<file path="src/rtl/core/timed_transmit_slot_scheduler_core_macros.svh">
// Assertion macros shared by the scheduler RTL.
`ifndef TIMED_TRANSMIT_SLOT_SCHEDULER_CORE_MACROS_SVH
`define TIMED_TRANSMIT_SLOT_SCHEDULER_CORE_MACROS_SVH

`ifndef ASSERT_OFF
`define TTS_ASSERT_IMPL(lbl, ante, cons, msg) \
    lbl: assert property (@(posedge i_clk) disable iff (!i_rst_n) (ante) |-> (cons)) \
        else $error(msg);
`define TTS_ASSERT_NEXT(lbl, ante, cons, msg) \
    lbl: assert property (@(posedge i_clk) disable iff (!i_rst_n) (ante) |=> (cons)) \
        else $error(msg);
`else
`define TTS_ASSERT_IMPL(lbl, ante, cons, msg)
`define TTS_ASSERT_NEXT(lbl, ante, cons, msg)
`endif

`endif

</file>
<file path="src/rtl/core/tts_pkg.sv">
package tts_pkg;

    localparam logic [31:0] LEAD_RESET = 32'd3000000;
    localparam logic [31:0] NO_TIME    = 32'hFFFFFFFF;

    localparam logic OP_ENQ  = 1'b0;
    localparam logic OP_TICK = 1'b1;

    localparam logic [1:0] EV_NONE = 2'd0;
    localparam logic [1:0] EV_ENQ  = 2'd1;
    localparam logic [1:0] EV_FULL = 2'd2;
    localparam logic [1:0] EV_FIRE = 2'd3;

    localparam logic [1:0] ACT_TX    = 2'd0;
    localparam logic [1:0] ACT_UNDEF = 2'd3;

    typedef struct packed {
        logic [31:0] a;
        logic [31:0] b;
    } t_alu_req;

    typedef struct packed {
        logic [31:0] diff;
        logic        borrow;
        logic        zero;
    } t_alu_res;

endpackage

</file>
<file path="src/rtl/core/tts_alu.sv">
module tts_alu
    import tts_pkg::*;
(
    input  t_alu_req i_req,
    output t_alu_res o_res
);

    logic [32:0] full;

    // One 33-bit subtractor serves the tick check, the ordering compare, the delay and the lead check.
    assign full         = {1'b0, i_req.a} - {1'b0, i_req.b};
    assign o_res.diff   = full[31:0];
    assign o_res.borrow = full[32];
    assign o_res.zero   = (full[31:0] == 32'd0);

endmodule

</file>
<file path="src/rtl/core/tts_slot_mem.sv">
module tts_slot_mem
    import tts_pkg::*;
#(
    parameter int DEPTH = 8,
    parameter int WIDTH = 57
)
(
    input  logic                     i_clk,
    input  logic                     i_wr_en,
    input  logic [$clog2(DEPTH)-1:0] i_wr_addr,
    input  logic [WIDTH-1:0]         i_wr_data,
    input  logic [$clog2(DEPTH)-1:0] i_rd_addr,
    output logic [WIDTH-1:0]         o_rd_data
);

    logic [WIDTH-1:0] mem [DEPTH];

    always_ff @(posedge i_clk) begin
        if (i_wr_en) begin
            mem[i_wr_addr] <= i_wr_data;
        end
        o_rd_data <= mem[i_rd_addr];
    end

endmodule

</file>
<file path="src/rtl/core/timed_transmit_slot_scheduler_core.sv">
// Enqueue: the input is registered, all slots are scanned for the earliest pending start, and
// that slot is checked against now and the max lead and then armed; each slot discarded there
// starts a new scan, and a scan that finds nothing pending skips the check. A firing tick frees
// its slot and rescans; a tick that does not fire, or finds nothing armed, goes to the result.
// One item at a time; the next item is taken while a finished result waits at the output.
// Synchronous active-low reset frees all slots, disarms, and sets max lead to 3000000.
`include "timed_transmit_slot_scheduler_core_macros.svh"

module timed_transmit_slot_scheduler_core
    import tts_pkg::*;
#(
    parameter int SLOTS   = 8,
    parameter int MAX_LEN = 64
)
(
    input  logic        i_clk,
    input  logic        i_rst_n,
    input  logic        s_axis_tvalid,
    output logic        s_axis_tready,
    // now_us[31:0], req_action[33:32], start_us[65:34], req_length[73:66],
    // payload_tag[89:74], zero fill[95:90]
    input  logic [95:0] s_axis_tdata,
    // opcode[0]
    input  logic [0:0]  s_axis_tuser,
    output logic        m_axis_tvalid,
    input  logic        m_axis_tready,
    // slot_index[2:0], fired_action[4:3], fired_length[11:5], fired_tag[27:12],
    // discarded[31:28]
    output logic [31:0] m_axis_tdata,
    // event_res[1:0]
    output logic [1:0]  m_axis_tuser,
    input  logic        i_cfg_valid,
    output logic        o_cfg_ready,
    input  logic [31:0] i_cfg_wdata
);

    localparam int IW = $clog2(SLOTS);
    localparam int LW = $clog2(MAX_LEN + 1);
    localparam int DW = $clog2(SLOTS + 1);
    localparam int EW = 32 + 2 + LW + 16;
    localparam logic [IW-1:0] LAST = IW'(SLOTS - 1);

    typedef enum logic [2:0] {
        S_IDLE, S_TICK, S_SCAN_INIT, S_SCAN, S_CHECK, S_LEAD, S_DONE
    } t_state;

    t_state r_state;

    logic [31:0]    r_max_lead;
    logic [SLOTS-1:0] r_occ;
    logic           r_armed_valid;
    logic [IW-1:0]  r_armed_slot;
    logic [31:0]    r_armed_start;
    logic [31:0]    r_now;
    logic [1:0]     r_ev;
    logic [IW-1:0]  r_sidx;
    logic [1:0]     r_fa;
    logic [LW-1:0]  r_fl;
    logic [15:0]    r_ft;
    logic [DW-1:0]  r_drop;
    logic           r_best_vld;
    logic [31:0]    r_best_start;
    logic [IW-1:0]  r_best_idx;
    logic [IW-1:0]  r_rd_idx;
    logic           r_issue_done;
    logic           r_cmp_vld;
    logic [IW-1:0]  r_cmp_idx;
    logic [31:0]    r_diff;
    logic           r_diff_zero;
    logic           r_out_valid;
    logic [1:0]     r_out_user;
    logic [31:0]    r_out_data;

    logic           in_op;
    logic [31:0]    in_now;
    logic [1:0]     in_act;
    logic [31:0]    in_start;
    logic [7:0]     in_len;
    logic [15:0]    in_tag;
    logic           s_acc;

    logic           free_found;
    logic [IW-1:0]  free_idx;
    logic           wr_en;
    logic [EW-1:0]  wr_data;
    logic [1:0]     act_st;
    logic [LW-1:0]  len_st;
    logic [IW-1:0]  rd_addr;
    logic [EW-1:0]  rd_data;
    logic [31:0]    rd_start;
    logic [1:0]     rd_act;
    logic [LW-1:0]  rd_len;
    logic [15:0]    rd_tag;
    logic [3:0]     drop_sat;

    t_alu_req       alu_req;
    t_alu_res       alu_res;

    assign in_now   = s_axis_tdata[31:0];
    assign in_act   = s_axis_tdata[33:32];
    assign in_start = s_axis_tdata[65:34];
    assign in_len   = s_axis_tdata[73:66];
    assign in_tag   = s_axis_tdata[89:74];
    assign in_op    = s_axis_tuser[0];

    // Nothing is taken while reset is held.
    assign s_axis_tready = (r_state == S_IDLE) && i_rst_n;
    assign s_acc         = s_axis_tvalid && s_axis_tready;
    assign o_cfg_ready   = i_rst_n;
    assign m_axis_tvalid = r_out_valid;
    assign m_axis_tuser  = r_out_user;
    assign m_axis_tdata  = r_out_data;

    // First free slot: lowest index whose valid bit is clear.
    always_comb begin
        free_found = 1'b0;
        free_idx   = '0;
        for (int i = SLOTS - 1; i >= 0; i--) begin
            if (!r_occ[i]) begin
                free_found = 1'b1;
                free_idx   = IW'(i);
            end
        end
    end

    assign act_st  = (in_act == ACT_UNDEF) ? ACT_TX : in_act;
    assign len_st  = ((in_len >= 8'd1) && (in_len <= 8'(MAX_LEN))) ? LW'(in_len) : '0;
    assign wr_en   = s_acc && (in_op == OP_ENQ) && free_found && (in_start != 32'd0);
    assign wr_data = {in_tag, len_st, act_st, in_start};

    assign rd_addr  = (r_state == S_IDLE) ? r_armed_slot : r_rd_idx;
    assign rd_start = rd_data[31:0];
    assign rd_act   = rd_data[33:32];
    assign rd_len   = rd_data[34 +: LW];
    assign rd_tag   = rd_data[34 + LW +: 16];

    assign drop_sat = (32'(r_drop) > 32'd15) ? 4'd15 : 4'(r_drop);

    tts_slot_mem #(
        .DEPTH(SLOTS),
        .WIDTH(EW)
    ) u_mem (
        .i_clk    (i_clk),
        .i_wr_en  (wr_en),
        .i_wr_addr(free_idx),
        .i_wr_data(wr_data),
        .i_rd_addr(rd_addr),
        .o_rd_data(rd_data)
    );

    // Operand selection for the shared subtractor.
    always_comb begin
        alu_req = '0;
        case (r_state)
            S_TICK: begin
                alu_req.a = r_now;
                alu_req.b = r_armed_start;
            end
            S_SCAN: begin
                alu_req.a = r_best_start;
                alu_req.b = rd_start;
            end
            S_CHECK: begin
                alu_req.a = r_best_start;
                alu_req.b = r_now;
            end
            S_LEAD: begin
                alu_req.a = r_max_lead;
                alu_req.b = r_diff;
            end
            default: begin
                alu_req = '0;
            end
        endcase
    end

    tts_alu u_alu (
        .i_req(alu_req),
        .o_res(alu_res)
    );

    always_ff @(posedge i_clk) begin
        if (!i_rst_n) begin
            r_state       <= S_IDLE;
            r_max_lead    <= LEAD_RESET;
            r_occ         <= '0;
            r_armed_valid <= 1'b0;
            r_armed_slot  <= '0;
            r_armed_start <= '0;
            r_out_valid   <= 1'b0;
            r_drop        <= '0;
        end else begin
            if (i_cfg_valid) begin
                r_max_lead <= i_cfg_wdata;
            end
            // In S_DONE the output register is reloaded below instead.
            if (m_axis_tvalid && m_axis_tready && (r_state != S_DONE)) begin
                r_out_valid <= 1'b0;
            end
            if (wr_en) begin
                r_occ[free_idx] <= 1'b1;
            end
            case (r_state)
                S_IDLE: begin
                    if (s_acc) begin
                        r_now  <= in_now;
                        r_fa   <= '0;
                        r_fl   <= '0;
                        r_ft   <= '0;
                        r_drop <= '0;
                        if (in_op == OP_ENQ) begin
                            if (!free_found) begin
                                r_ev   <= EV_FULL;
                                r_sidx <= '0;
                            end else if (in_start != 32'd0) begin
                                r_ev   <= EV_ENQ;
                                r_sidx <= free_idx;
                            end else begin
                                r_ev   <= EV_NONE;
                                r_sidx <= '0;
                            end
                            r_state <= S_SCAN_INIT;
                        end else begin
                            r_ev   <= EV_NONE;
                            r_sidx <= '0;
                            if (r_armed_valid) begin
                                r_state <= S_TICK;
                            end else begin
                                r_state <= S_DONE;
                            end
                        end
                    end
                end
                S_TICK: begin
                    // Fire once the time is reached: now - start is not negative.
                    if (!alu_res.diff[31]) begin
                        r_ev                <= EV_FIRE;
                        r_sidx              <= r_armed_slot;
                        r_fa                <= rd_act;
                        r_fl                <= rd_len;
                        r_ft                <= rd_tag;
                        r_occ[r_armed_slot] <= 1'b0;
                        r_armed_valid       <= 1'b0;
                        r_state             <= S_SCAN_INIT;
                    end else begin
                        r_state <= S_DONE;
                    end
                end
                S_SCAN_INIT: begin
                    r_armed_valid <= 1'b0;
                    r_best_vld    <= 1'b0;
                    r_best_start  <= NO_TIME;
                    r_best_idx    <= '0;
                    r_rd_idx      <= '0;
                    r_issue_done  <= 1'b0;
                    r_cmp_vld     <= 1'b0;
                    r_state       <= S_SCAN;
                end
                S_SCAN: begin
                    // Reads are issued one slot per cycle; each is compared in the cycle after, from the memory output.
                    r_cmp_vld <= !r_issue_done;
                    r_cmp_idx <= r_rd_idx;
                    if (!r_issue_done) begin
                        if (r_rd_idx == LAST) begin
                            r_issue_done <= 1'b1;
                        end else begin
                            r_rd_idx <= r_rd_idx + 1'b1;
                        end
                    end
                    if (r_cmp_vld && r_occ[r_cmp_idx] && !alu_res.borrow) begin
                        r_best_vld   <= 1'b1;
                        r_best_start <= rd_start;
                        r_best_idx   <= r_cmp_idx;
                    end
                    if (r_cmp_vld && (r_cmp_idx == LAST)) begin
                        r_state <= S_CHECK;
                    end
                end
                S_CHECK: begin
                    if (!r_best_vld) begin
                        r_state <= S_DONE;
                    end else begin
                        r_diff      <= alu_res.diff;
                        r_diff_zero <= alu_res.zero;
                        r_state     <= S_LEAD;
                    end
                end
                S_LEAD: begin
                    // A delay of zero or less, or beyond the lead limit, drops the slot.
                    if (r_diff_zero || r_diff[31] || alu_res.borrow) begin
                        r_occ[r_best_idx] <= 1'b0;
                        r_drop            <= r_drop + 1'b1;
                        r_state           <= S_SCAN_INIT;
                    end else begin
                        r_armed_valid <= 1'b1;
                        r_armed_slot  <= r_best_idx;
                        r_armed_start <= r_best_start;
                        r_state       <= S_DONE;
                    end
                end
                S_DONE: begin
                    if (!r_out_valid || m_axis_tready) begin
                        r_out_valid <= 1'b1;
                        r_out_user  <= r_ev;
                        r_out_data  <= {drop_sat, r_ft, 7'(r_fl), r_fa, 3'(r_sidx)};
                        r_state     <= S_IDLE;
                    end
                end
                default: begin
                    r_state <= S_IDLE;
                end
            endcase
        end
    end

    `TTS_ASSERT_IMPL(a_armed_occupied, r_armed_valid, r_occ[r_armed_slot],
        "armed slot is not occupied")
    `TTS_ASSERT_IMPL(a_fired_freed, (r_state == S_DONE) && (r_ev == EV_FIRE), !r_occ[r_sidx],
        "fired slot still occupied")
    `TTS_ASSERT_NEXT(a_busy_after_accept, s_acc, !s_axis_tready,
        "input taken again right after a transfer")

endmodule
</file>
<file path="config.mk">
export PLATFORM = sky130hd
export DESIGN_NAME = timed_transmit_slot_scheduler_core
export DESIGN_NICKNAME = d
export VERILOG_FILES = /design/src/rtl/core/tts_pkg.sv /design/src/rtl/core/tts_alu.sv /design/src/rtl/core/tts_slot_mem.sv /design/src/rtl/core/timed_transmit_slot_scheduler_core.sv
export VERILOG_INCLUDE_DIRS = /design/src /design/src/rtl/core
export SDC_FILE = /design/constraint.sdc
export NUM_CORES = 1
export LEC_CHECK = 0
export BUFFER_PORTS_ARGS = -buffer_cell sky130_fd_sc_hd__buf_2
export CORE_MARGIN = 3
export CORE_UTILIZATION = 60
export CTS_CLUSTER_SIZE = 10
export DETAILED_ROUTE_END_ITERATION = 16
export PLACE_DENSITY = 0.79
export SYNTH_ARGS = -nofsm -noshare
export SYNTH_HDL_FRONTEND = slang
export SYNTH_SLANG_ARGS = --single-unit
</file>
<file path="constraint.sdc">
create_clock -name i_clk -period 17.6 [get_ports i_clk]
set_input_delay 0.88 -clock i_clk [delete_from_list [all_inputs] [get_ports i_clk]]
set_output_delay 0.88 -clock i_clk [all_outputs]
set_load 0.005 [all_outputs]
</file>
==> flow_metrics.py, run 1 <==
metrics = {
    "pwr": {
        "ir_drop_mv": 0.1502,
        "p_per_area_nw_per_um2": 167.3,
        "clkPwrFrac": 0.282,
        "internal_power_mw": 4.005,
        "net-switching-power_mw": 1.910,
        "p_seq_frac": 0.388,
        "p_leak_nw": 12.00,
        "power.share.switching": 0.3229,
        "power_frac_comb": 0.331,
        "finalPower_mw": 5.915,
    },
    "timing": {
        "post-route-period-util": 0.3617,
        "setup_violations": 0,
        "setup_tns_ns": 0,
        "fin_crit_ns": 6.366,
        "rsz0062_at_grt": "no",
        "fmax_mhz": 157.1,
        "fin_skew_ns": 0.02818,
        "hold_slack_ns": 0.4166,
        "finalHoldViolations": 0,
        "finalMaxSlewViolations": 0,
        "worst_slew_pin_slew_ns": 1.257,
        "max_slew_margin": 0.1603,
        "setup_ws_ns": 11.23,
    },
    "routing": {
        "viasPerCell": 6.152,
        "drt_iter0_markers": 1584,
        "wire_per_inst_microns": 23.81,
        "wl_microns": 67970,
        "dr_total_vias": 17560,
        "first_pass_iters": 6,
        "drtAntennaViolNets": 0,
        "drc_errors": 0,
    },
    "synthesis": {
        "ys_seq_area_frac": 0.6989,
        "synth_top_area_frac": 0.6080,
        "avgSynthCellArea_sq_um": 16.18,
        "yosys-top-cells-area": "edfxtp_1 (61%), dfxtp_1 (9.1%), mux4_2 (8.4%), mux2i_1 (2.2%), mux2_2 (2.1%)",
        "syn_inst": 1920,
        "synth.distinct_cells": 69,
        "ys_ff_latch": 770,
        "syn_nets": 2090,
        "yosys.area.top_type": "edfxtp_1",
        "synthesis.area_sq_um": 31060,
        "yosys_warnings": 0,
        "synth_ff_type": "edfxtp_1",
        "synth_edf_count": 629,
        "synthArstFlopShare": 0,
    },
    "placement": {
        "gp_congestion": 0.8649,
        "io_buffer_count": 164,
        "place_area_sq_um": 32700,
        "pre_cts_slack_ns": 11.35,
        "dp_hpwl_microns": 39280,
    },
    "cts": {
        "cts_hold_buf": 0,
        "cts_setup_buffers": 0,
        "clockRootBuffer": "clkbuf_16",
        "cts_tree": "built",
        "numCtsBuffers": 88,
        "clk_path_buf_depth": 3,
        "ctsResizeCount": 0,
        "htreeDepth": 3,
        "clkTransAtPathRegs_ns": 0.06,
        "cts_sinks": 770,
        "clkLatencyLatePin_ns": 0.65,
    },
    "flow_run": {
        "maxCapViolCount": 0,
    },
    "floorplan": {
        "start_util": 0.6129,
        "io_pins": 171,
        "die-area_sq_um": 54540,
        "core-area_sq_um": 50680,
        "die_width_microns": 233.5,
        "rows": 82,
        "die_h_microns": 233.5,
    },
    "critical_path": {
        "cpLargestDelayFamily": "compound AO/OA/AOI/OAI gates",
        "cp-start-kind": "flop",
        "crit_type": "flop to flop",
        "critical_path.endpoint_type": "flop",
        "critPathBufInv": 5,
        "crit_top_cell": "buf_4",
        "cp_slowest_cell": "a21oi_4",
        "cp_max_fo": 44,
        "crit_chain": "buf_4, nor2b_1, nand2_1, clkinv_1, buf_4, buf_4, nand2_1, o21ai_0, inv_1, fa_1, nor2b_1, o21bai_1, a211oi_2, nor4_4, nor3_4, a311oi_4, nand3b_1, a21oi_4",
        "ff2ff_setup_slack_ns": 11.23,
        "cp.required_ns": 17.84,
        "max_stage_delay_ns": 0.98,
        "worstPathArrival_ns": 6.60,
    },
    "finish": {
        "area_growth_pct": 13.83,
        "final_area_sq_um": 35360,
        "layout_common_cells": "edfxtp_1 (629), buf_2 (164), nand2_1 (154)",
        "final_nets": 2274,
        "nFillCells": 3294,
        "layout_commonest_cell": "edfxtp_1",
        "layout-drive-gt1-share": 0.2291,
    },
    "global_routing": {
        "grt_usage": 0.2552,
        "grt_pass1_vias": 17960,
        "gr-total-overflow": 0,
        "grt_pass1_wl_microns": 105300,
        "antenna_found_initial": 13,
        "grt_max_degree": 115,
    },
    "hold_path": {
        "hold_path_class": "flop to flop",
    },
    "outcome": {
        "status": "complete, no violations",
    },
}
==> power groups by stage <==
| stage | registers [mW] | logic (mW) | clock network [mW] |
|---|---|---|---|
| after floorplan | 2.27 | 1.48 | 0 |
| after global placement | 2.32 | 1.89 | 0 |
| after detailed placement | 2.32 | 1.92 | 0 |
| after CTS | 2.29 | 1.95 | 1.69 |
| after global routing | 2.30 | 2.13 | 1.76 |
| final | 2.29 | 1.96 | 1.67 |
==> layout make-up <==
cell class / count / area (sq um) / area share
diodes: 5 / 12.51 / 0.0003538
clock inverters: 9 / 142.6 / 0.004034
flip-flops and latches: 770 / 21710 / 0.6141
inverters: 21 / 78.83 / 0.002229
well taps: 672 / 840.8 / 0.02378
clock buffers: 155 / 2505 / 0.07084
multi-input cells: 1031 / 9022 / 0.2552
repair buffers: 192 / 1044 / 0.02951
==> Yosys cell counts, drive strengths merged (38+ instances only) <==
cell,n
a21boi,38
a21oi,62
a221oi,42
and2,38
clkbuf,69
dfxtp,141
edfxtp,629
mux2,58
mux2i,68
mux4,116
nand2,154
nor2,83
o21ai,61
==> routing by layer <==
layer / global-route usage / wire length (microns)
met3: 0.05415 / 5492
met2: 0.4109 / 33110
met4: 0.08665 / 1925
met5: 0 / 87
met1: 0.3514 / 27360
==> metrics by stage <==
step                instances    util
floorplan                1920       -
global placement         2686  0.6452
detailed placement       2686  0.6452
CTS                      2850  0.6974
global route             2854  0.6976
finish                   2855  0.6977
==> flip-flops by register name, indices dropped and copies added, names as in the netlist, 4 cells and up <==
register / flops
u_mem.o_rd_data: 57
r_best_start: 32
r_diff: 32
r_fl: 7
r_max_lead: 32
drop_sat: 4
m_axis_tdata: 32
r_armed_start: 32
r_occ: 8
u_mem.mem: 456
r_now: 32
r_ft: 16
==> final timing paths <==
| check | cells after the start | start | endpoint |
|---|---|---|---|
| worst max-delay path | 18 | r_state[1]$_SDFFE_PN0P_ | r_best_start[5]$_SDFFCE_PP1P_ |
| worst min-delay path | 0 | r_ft[6]$_SDFFCE_PP0P_ | m_axis_tdata[18]$_DFFE_PP_ |
| worst max register to register | 18 | r_state[1]$_SDFFE_PN0P_ | r_best_start[5]$_SDFFCE_PP1P_ |
| worst min register to register | 0 | r_ft[6]$_SDFFCE_PP0P_ | m_axis_tdata[18]$_DFFE_PP_ |
==> kinds of logic after synthesis <==
group | count (synthesis) | synth area share
muxes | 242 | 0.1270
and+or+nand+nor | 416 | 0.06601
xor gates and xnor gates | 32 | 0.009264
buffers and inverters | 119 | 0.01583
adders and majority gates | 36 | 0.01474
DFF | 770 | 0.6989
AOI/OAI and AO/OA | 305 | 0.06823
==> worst register-to-register path, delay by kind of cell (launching register included) <==
family          cells  cell delay, ns
compound gates      5            1.97
simple gates        7            1.84
buf+inv             5            1.39
fa+ha+maj           1            0.41
flops               1            0.31
(Power assumes the default switching activity.)
==> run 2: changes to the inputs <==
--- a/config.mk
+++ b/config.mk
@@ -8,10 +8,10 @@
 export LEC_CHECK = 0
 export BUFFER_PORTS_ARGS = -buffer_cell sky130_fd_sc_hd__buf_2
 export CORE_MARGIN = 3
-export CORE_UTILIZATION = 60
+export CORE_UTILIZATION = 55
 export CTS_CLUSTER_SIZE = 10
 export DETAILED_ROUTE_END_ITERATION = 16
-export PLACE_DENSITY = 0.79
+export PLACE_DENSITY = 0.76
 export SYNTH_ARGS = -nofsm -noshare
 export SYNTH_HDL_FRONTEND = slang
 export SYNTH_SLANG_ARGS = --single-unit
==> constraint.sdc (replaced) <==
create_clock -name i_clk -period 5.8 [get_ports i_clk]
set_input_delay 0.29 -clock i_clk [delete_from_list [all_inputs] [get_ports i_clk]]
set_output_delay 0.29 -clock i_clk [all_outputs]
set_load 0.005 [all_outputs]
==> run 2 against run 1 <==
Against the previous run:
- core utilization down 3.7 points
- combinational power rose to 3.1 times the previous value
- first-iteration DRC count up 1.4%
- highest routed layer is now met4
==> flow_metrics.py, run 2 (synthesized netlist as in run 1, its figures left out) <==
metrics = {
    "timing": {
        "finalMaxSlewViolations": 0,
        "setup_violations": 0,
        "worst_slew_pin_slew_ns": 1.137,
        "max_slew_margin": 0.2399,
        "setup_tns_ns": 0,
        "hold_slack_ns": 0.01097,
        "fin_skew_ns": 0.03500,
        "post-route-period-util": 0.8712,
        "finalHoldViolations": 0,
        "fin_crit_ns": 5.053,
        "fmax_mhz": 197.9,
        "rsz0062_at_grt": "no",
    },
    "critical_path": {
        "rr_endpoint": "r_best_start[13]$_SDFFCE_PP1P_",
        "cp_max_fo": 26,
        "reg2reg_from": "r_state[0]$_SDFFE_PN0P_",
        "critical_path.endpoint_type": "flop",
        "reg2reg_depth": 14,
        "cp.required_ns": 6.12,
        "cp-start-kind": "flop",
        "worstPathArrival_ns": 5.38,
        "crit_type": "flop to flop",
        "ff2ff_setup_slack_ns": 0.75,
    },
    "pwr": {
        "power.share.switching": 0.3228,
        "ir_drop_mv": 0.3218,
        "p_leak_nw": 12.52,
        "p_seq_frac": 0.384,
        "p_per_area_nw_per_um2": 493.4,
        "internal_power_mw": 12.26,
        "net-switching-power_mw": 5.844,
        "power_frac_comb": 0.336,
        "clkPwrFrac": 0.279,
    },
    "global_routing": {
        "grt_usage": 0.2416,
        "met3_usage": 0.04292,
        "top_usage_layer": "met2",
        "grt_max_degree": 115,
        "met2_usage": 0.3963,
        "use_met1": 0.3280,
        "grt_pass1_vias": 18930,
        "antenna_found_initial": 7,
        "gr-total-overflow": 0,
        "grt_pass1_wl_microns": 110600,
    },
    "hold_path": {
        "min_from": "s_axis_tdata[34]",
        "hold_path_class": "input port to flop",
        "min_to": "u_mem.mem[0][0]$_DFFE_PP_",
        "whs_path_depth": 1,
    },
    "floorplan": {
        "io_pins": 171,
        "core-area_sq_um": 55520,
        "die_h_microns": 243.7,
        "start_util": 0.5595,
        "die-area_sq_um": 59370,
        "rows": 86,
        "die_width_microns": 243.7,
    },
    "cts": {
        "clk_path_buf_depth": 3,
        "clockRootBuffer": "clkbuf_16",
        "ctsResizeCount": 0,
        "numCtsBuffers": 87,
        "cts_hold_buf": 111,
        "cts_setup_buffers": 0,
        "cts_tree": "built",
        "htreeDepth": 3,
        "clkTransAtPathRegs_ns": 0.07,
        "clkLatencyLatePin_ns": 0.64,
        "cts_sinks": 770,
    },
    "finish": {
        "final_nets": 2394,
        "largest_register": "u_mem.mem",
        "layout_common_cells": "edfxtp_1 (629), buf_2 (164), nand2_1 (154)",
        "area_growth_pct": 18.08,
        "reg.largest.list": "u_mem.mem (456), u_mem.o_rd_data (57)",
        "layout_commonest_cell": "edfxtp_1",
        "final_util": 0.6607,
        "layout-drive-gt1-share": 0.2198,
        "largest_register_ffs": 456,
        "final_area_sq_um": 36680,
    },
    "placement": {
        "io_buffer_count": 164,
        "gp_congestion": 0.9129,
        "dp_hpwl_microns": 40400,
        "place_area_sq_um": 32960,
    },
    "outcome": {
        "status": "complete, no violations",
    },
    "routing": {
        "wire_per_inst_microns": 23.42,
        "viasPerCell": 5.978,
        "drc_errors": 0,
        "drt_iter0_markers": 1606,
        "wl_microns": 71380,
        "drtAntennaViolNets": 0,
        "dr_total_vias": 18220,
        "first_pass_iters": 5,
    },
    "flow_run": {
        "maxCapViolCount": 0,
    },
}
-- run 2: cell types whose count changed in the layout (fill, tap and decap cells not counted) --
cell / delta
diode_2: +2
clkinv_8: -1
buf_12: +7
inv_16: +2
clkinv_16: -2
clkbuf_8: -1
dlygate4sd3_1: +111
buf_4: +3
clkinv_2: -2
clkbuf_1: -1
inv_6: -2
bufinv_16: +1
-- run 2: how the worst max path moves through the flow --
| stage | start | endpoint | cells after the start |
|---|---|---|---|
| CTS | r_state[2]$_SDFFE_PN0P_ | r_best_start[10]$_SDFFCE_PP1P_ | 19 |
| global placement | r_state[2]$_SDFFE_PN0P_ | r_best_start[9]$_SDFFCE_PP1P_ | 19 |
| finish | r_state[0]$_SDFFE_PN0P_ | r_best_start[13]$_SDFFCE_PP1P_ | 14 |
| global route | r_state[0]$_SDFFE_PN0P_ | r_armed_start[10]$_SDFFE_PN0P_ | 15 |
| detailed placement | r_state[2]$_SDFFE_PN0P_ | r_best_start[10]$_SDFFCE_PP1P_ | 19 |
| floorplan | r_state[0]$_SDFFE_PN0P_ | u_mem.mem[4][0]$_DFFE_PP_ | 8 |
-- run 2: metal layers --
layer / up-vias / wire [microns] / part of all wire
met3: 163 / 4397 / 0.062
met1: 9236 / 29970 / 0.42
li1: 8132 / - / -
met2: 691 / 34950 / 0.49
met5: - / 0 / 0
met4: 0 / 2065 / 0.029
-- run 2: layout make-up --
cell class / instances / area [sq um]
Antenna cell: 7 / 17.52
Clock buffer: 153 / 2487
Clock inverter: 5 / 108.9
Fill cell: 3744 / 18840
Inverter: 21 / 78.83
Multi-Input combinational cell: 1031 / 9022
Sequential cell: 770 / 21710
Tap cell: 748 / 935.9
Timing Repair Buffer: 313 / 2317
-- run 2: worst max-delay path, cell delays in order (launching register included) --
cell      delay, ns
dfxtp_1        0.62
nand2b_1       0.27
nor2_2         0.50
buf_4          0.41
a221oi_1       0.15
ha_1           0.42
a21o_1         0.23
a311oi_2       0.36
o211ai_1       0.21
nor4_4         0.28
nor3_4         0.12
a311oi_4       0.57
nand3b_1       0.23
a21oi_4        0.07
buf_4          0.26
-- run 2: power groups by stage --
| stage | logic [mW] | registers (mW) | clock network [mW] |
|---|---|---|---|
| after floorplan | 4.49 | 6.89 | 0 |
| after global placement | 5.90 | 7.04 | 0 |
| after detailed placement | 5.93 | 7.04 | 0 |
| after CTS | 6.05 | 6.94 | 5.14 |
| after global routing | 6.57 | 6.98 | 5.36 |
| final | 6.09 | 6.95 | 5.06 |
-- run 2: through the flow --
stage | instances | total power, mW | worst slack [ns]
4_1_cts | 3041 | 18.12 | 0.7618
6_report | 3048 | 18.10 | 0.7470
3_5_place_dp | 2772 | 12.97 | 0.8169
2_1_floorplan | 1920 | 11.38 | 0.1637
5_1_grt | 3048 | 18.90 | 0.5011
3_3_place_gp | 2772 | 12.93 | 0.8904
==> run 3: changes to the inputs <==
--- a/config.mk
+++ b/config.mk
@@ -8,10 +8,10 @@
 export LEC_CHECK = 0
 export BUFFER_PORTS_ARGS = -buffer_cell sky130_fd_sc_hd__buf_2
 export CORE_MARGIN = 3
-export CORE_UTILIZATION = 55
+export CORE_UTILIZATION = 38
 export CTS_CLUSTER_SIZE = 10
 export DETAILED_ROUTE_END_ITERATION = 16
-export PLACE_DENSITY = 0.76
+export PLACE_DENSITY = 0.65
 export SYNTH_ARGS = -nofsm -noshare
 export SYNTH_HDL_FRONTEND = slang
 export SYNTH_SLANG_ARGS = --single-unit
==> run 3 against run 2 <==
Against the previous run:
- count of clock-buffer cells in the layout shrank 2
- sequential cell count is the same
- sequential share of layout area shrank 0.97 points
- maximum frequency grew 0.19%
==> flow_metrics.py, run 3 (synthesized netlist as in run 1, its figures left out) <==
metrics = {
    "critical_path": {
        "ff2ff_setup_slack_ns": 0.76,
        "cp.required_ns": 6.36,
        "cp-start-kind": "flop",
        "crit_start": "r_state[2]$_SDFFE_PN0P_",
        "reg2reg_from": "r_state[2]$_SDFFE_PN0P_",
        "worstPathArrival_ns": 5.60,
        "rr_endpoint": "r_armed_slot[2]$_SDFFE_PN0P_",
        "crit_end": "r_armed_slot[2]$_SDFFE_PN0P_",
        "reg2reg_depth": 17,
        "cp_max_fo": 22,
        "critical_path.endpoint_type": "flop",
        "crit_type": "flop to flop",
    },
    "finish": {
        "multiInputGateArea_sq_um": 9022,
        "layout_commonest_cell": "edfxtp_1",
        "final_nets": 2408,
        "nFillCells": 6876,
        "layout_common_cells": "edfxtp_1 (629), buf_2 (164), nand2_1 (154)",
        "largest_register": "u_mem.mem",
        "area_growth_pct": 20.06,
        "regArea_sq_um": 21710,
        "instances_no_fill": 3372,
        "layout-drive-gt1-share": 0.2256,
        "largest_register_ffs": 456,
        "reg.largest.list": "u_mem.mem (456), u_mem.o_rd_data (57)",
        "final_area_sq_um": 37300,
    },
    "floorplan": {
        "core-area_sq_um": 80810,
        "rows": 104,
        "die-area_sq_um": 85220,
        "io_pins": 171,
        "die_width_microns": 291.9,
        "start_util": 0.3844,
        "die_h_microns": 291.9,
    },
    "pwr": {
        "finalPower_mw": 18.32,
        "p_per_area_nw_per_um2": 491.3,
        "p_leak_nw": 12.64,
        "ir_drop_mv": 0.4719,
    },
    "routing": {
        "drtAntennaViolNets": 0,
        "drt_iter0_markers": 1430,
        "viasPerCell": 5.303,
        "drc_errors": 0,
        "first_pass_iters": 5,
        "dr_total_vias": 17880,
        "wire_per_inst_microns": 21.97,
        "wl_microns": 74070,
    },
    "placement": {
        "place_area_sq_um": 33420,
        "dp_hpwl_microns": 45200,
        "io_buffer_count": 164,
        "dp.cells": 3093,
        "gp_congestion": 0.8286,
    },
    "timing": {
        "finalMaxSlewViolations": 0,
        "finalHoldViolations": 0,
        "setup_tns_ns": 0,
        "worst_slew_pin_slew_ns": 1.244,
        "hold_slack_ns": 0.1072,
        "post-route-period-util": 0.8696,
        "max_slew_margin": 0.1690,
        "fin_crit_ns": 5.043,
        "fmax_mhz": 198.3,
        "rsz0062_at_grt": "no",
        "setup_violations": 0,
        "fin_skew_ns": 0.05129,
    },
    "hold_path": {
        "hold_path_class": "input port to flop",
    },
    "cts": {
        "clkLatencyLatePin_ns": 0.66,
        "htreeDepth": 3,
        "cts_tree": "built",
        "cts_sinks": 770,
        "numCtsBuffers": 89,
        "clk_path_buf_depth": 3,
        "clkTransAtPathRegs_ns": 0.06,
        "clockRootBuffer": "clkbuf_16",
    },
    "global_routing": {
        "grt_pass1_vias": 18930,
        "grt_pass1_wl_microns": 113200,
        "grt_usage": 0.1737,
        "antenna_found_initial": 6,
        "grt_max_degree": 115,
        "gr-total-overflow": 0,
    },
    "outcome": {
        "status": "complete, no violations",
    },
    "flow_run": {
        "maxCapViolCount": 0,
    },
}
run 3: changes by cell type in the layout (fill, tap and decap cells not counted), sizes merged:
cell	previous run	this run
inv	22	21
diode	7	3
clkbuf	153	151
buf	202	211
dlygate4sd3	111	114
clkinv	3	10
run 3: timing repair:
action | CTS | global route
hold endpoints to repair | 464 | 0
setup buffers | 0 | 0
gates resized for setup | 0 | 0
hold buffers | 114 | 0
run 3: how the worst min path moves through the flow:
stage                            from                    endpoint  slack (ns)  depth (start not counted)
2_1_floorplan         s_axis_tdata[0]          r_now[0]$_DFFE_PP_        0.39                          0
3_3_place_gp   r_ft[14]$_SDFFCE_PP0P_  m_axis_tdata[26]$_DFFE_PP_        0.41                          0
3_5_place_dp    r_ft[4]$_SDFFCE_PP0P_  m_axis_tdata[16]$_DFFE_PP_        0.41                          0
4_1_cts                  s_axis_tuser       r_ev[1]$_SDFFCE_PN1P_        0.05                          2
5_1_grt                  s_axis_tuser       r_ev[1]$_SDFFCE_PN1P_        0.06                          2
6_report                 s_axis_tuser       r_ev[1]$_SDFFCE_PN1P_        0.11                          2
run 3: power breakdown:
group	internal [mW]	switching, mW	leakage, nW
Combinational	2.68	3.51	4.60
Clock	3.00	2.18	1.29
Sequential	6.68	0.280	6.75
run 3: final cells by class:
cell class	instances	share of cell area
sequential	770	0.5822
multi-input combinational	1031	0.2419
clock buffer	151	0.06703
timing repair buffer	325	0.06475
tap	1060	0.03556
clock inverter	11	0.006240
inverter	21	0.002113
antenna	3	0.0002013
run 3: routing by layer:
metal	global-route usage	part of all wire	routed length (microns)
met1	0.2273	0.43	31670
met2	0.2964	0.49	36550
met3	0.03248	0.055	4054
met4	0.05102	0.024	1778
met5	0	0.00028	21
run 3: critical path: stages (launching register included):
cell and delay (ns):
dfxtp_4 0.41, nor2b_1 0.40, nand2_1 0.22, clkinv_1 0.15, buf_4 0.27, a21oi_1 0.11, ha_1 0.22, fa_1 0.47
nor2b_1 0.23, o21bai_1 0.14, a211oi_2 0.43, nor4_4 0.12, nor3_4 0.25, a311oi_4 0.17, nor3_4 0.72, buf_4 0.41
nand2_1 0.08, a21boi_0 0.15
run 3: per-stage QoR:
step	utilization	worst slack, ns
CTS	0.4615	0.7142
detailed placement	0.4135	0.7414
global route	0.4615	0.2194
finish	0.4616	0.7566
floorplan	-	0.1637
global placement	0.4135	0.7617
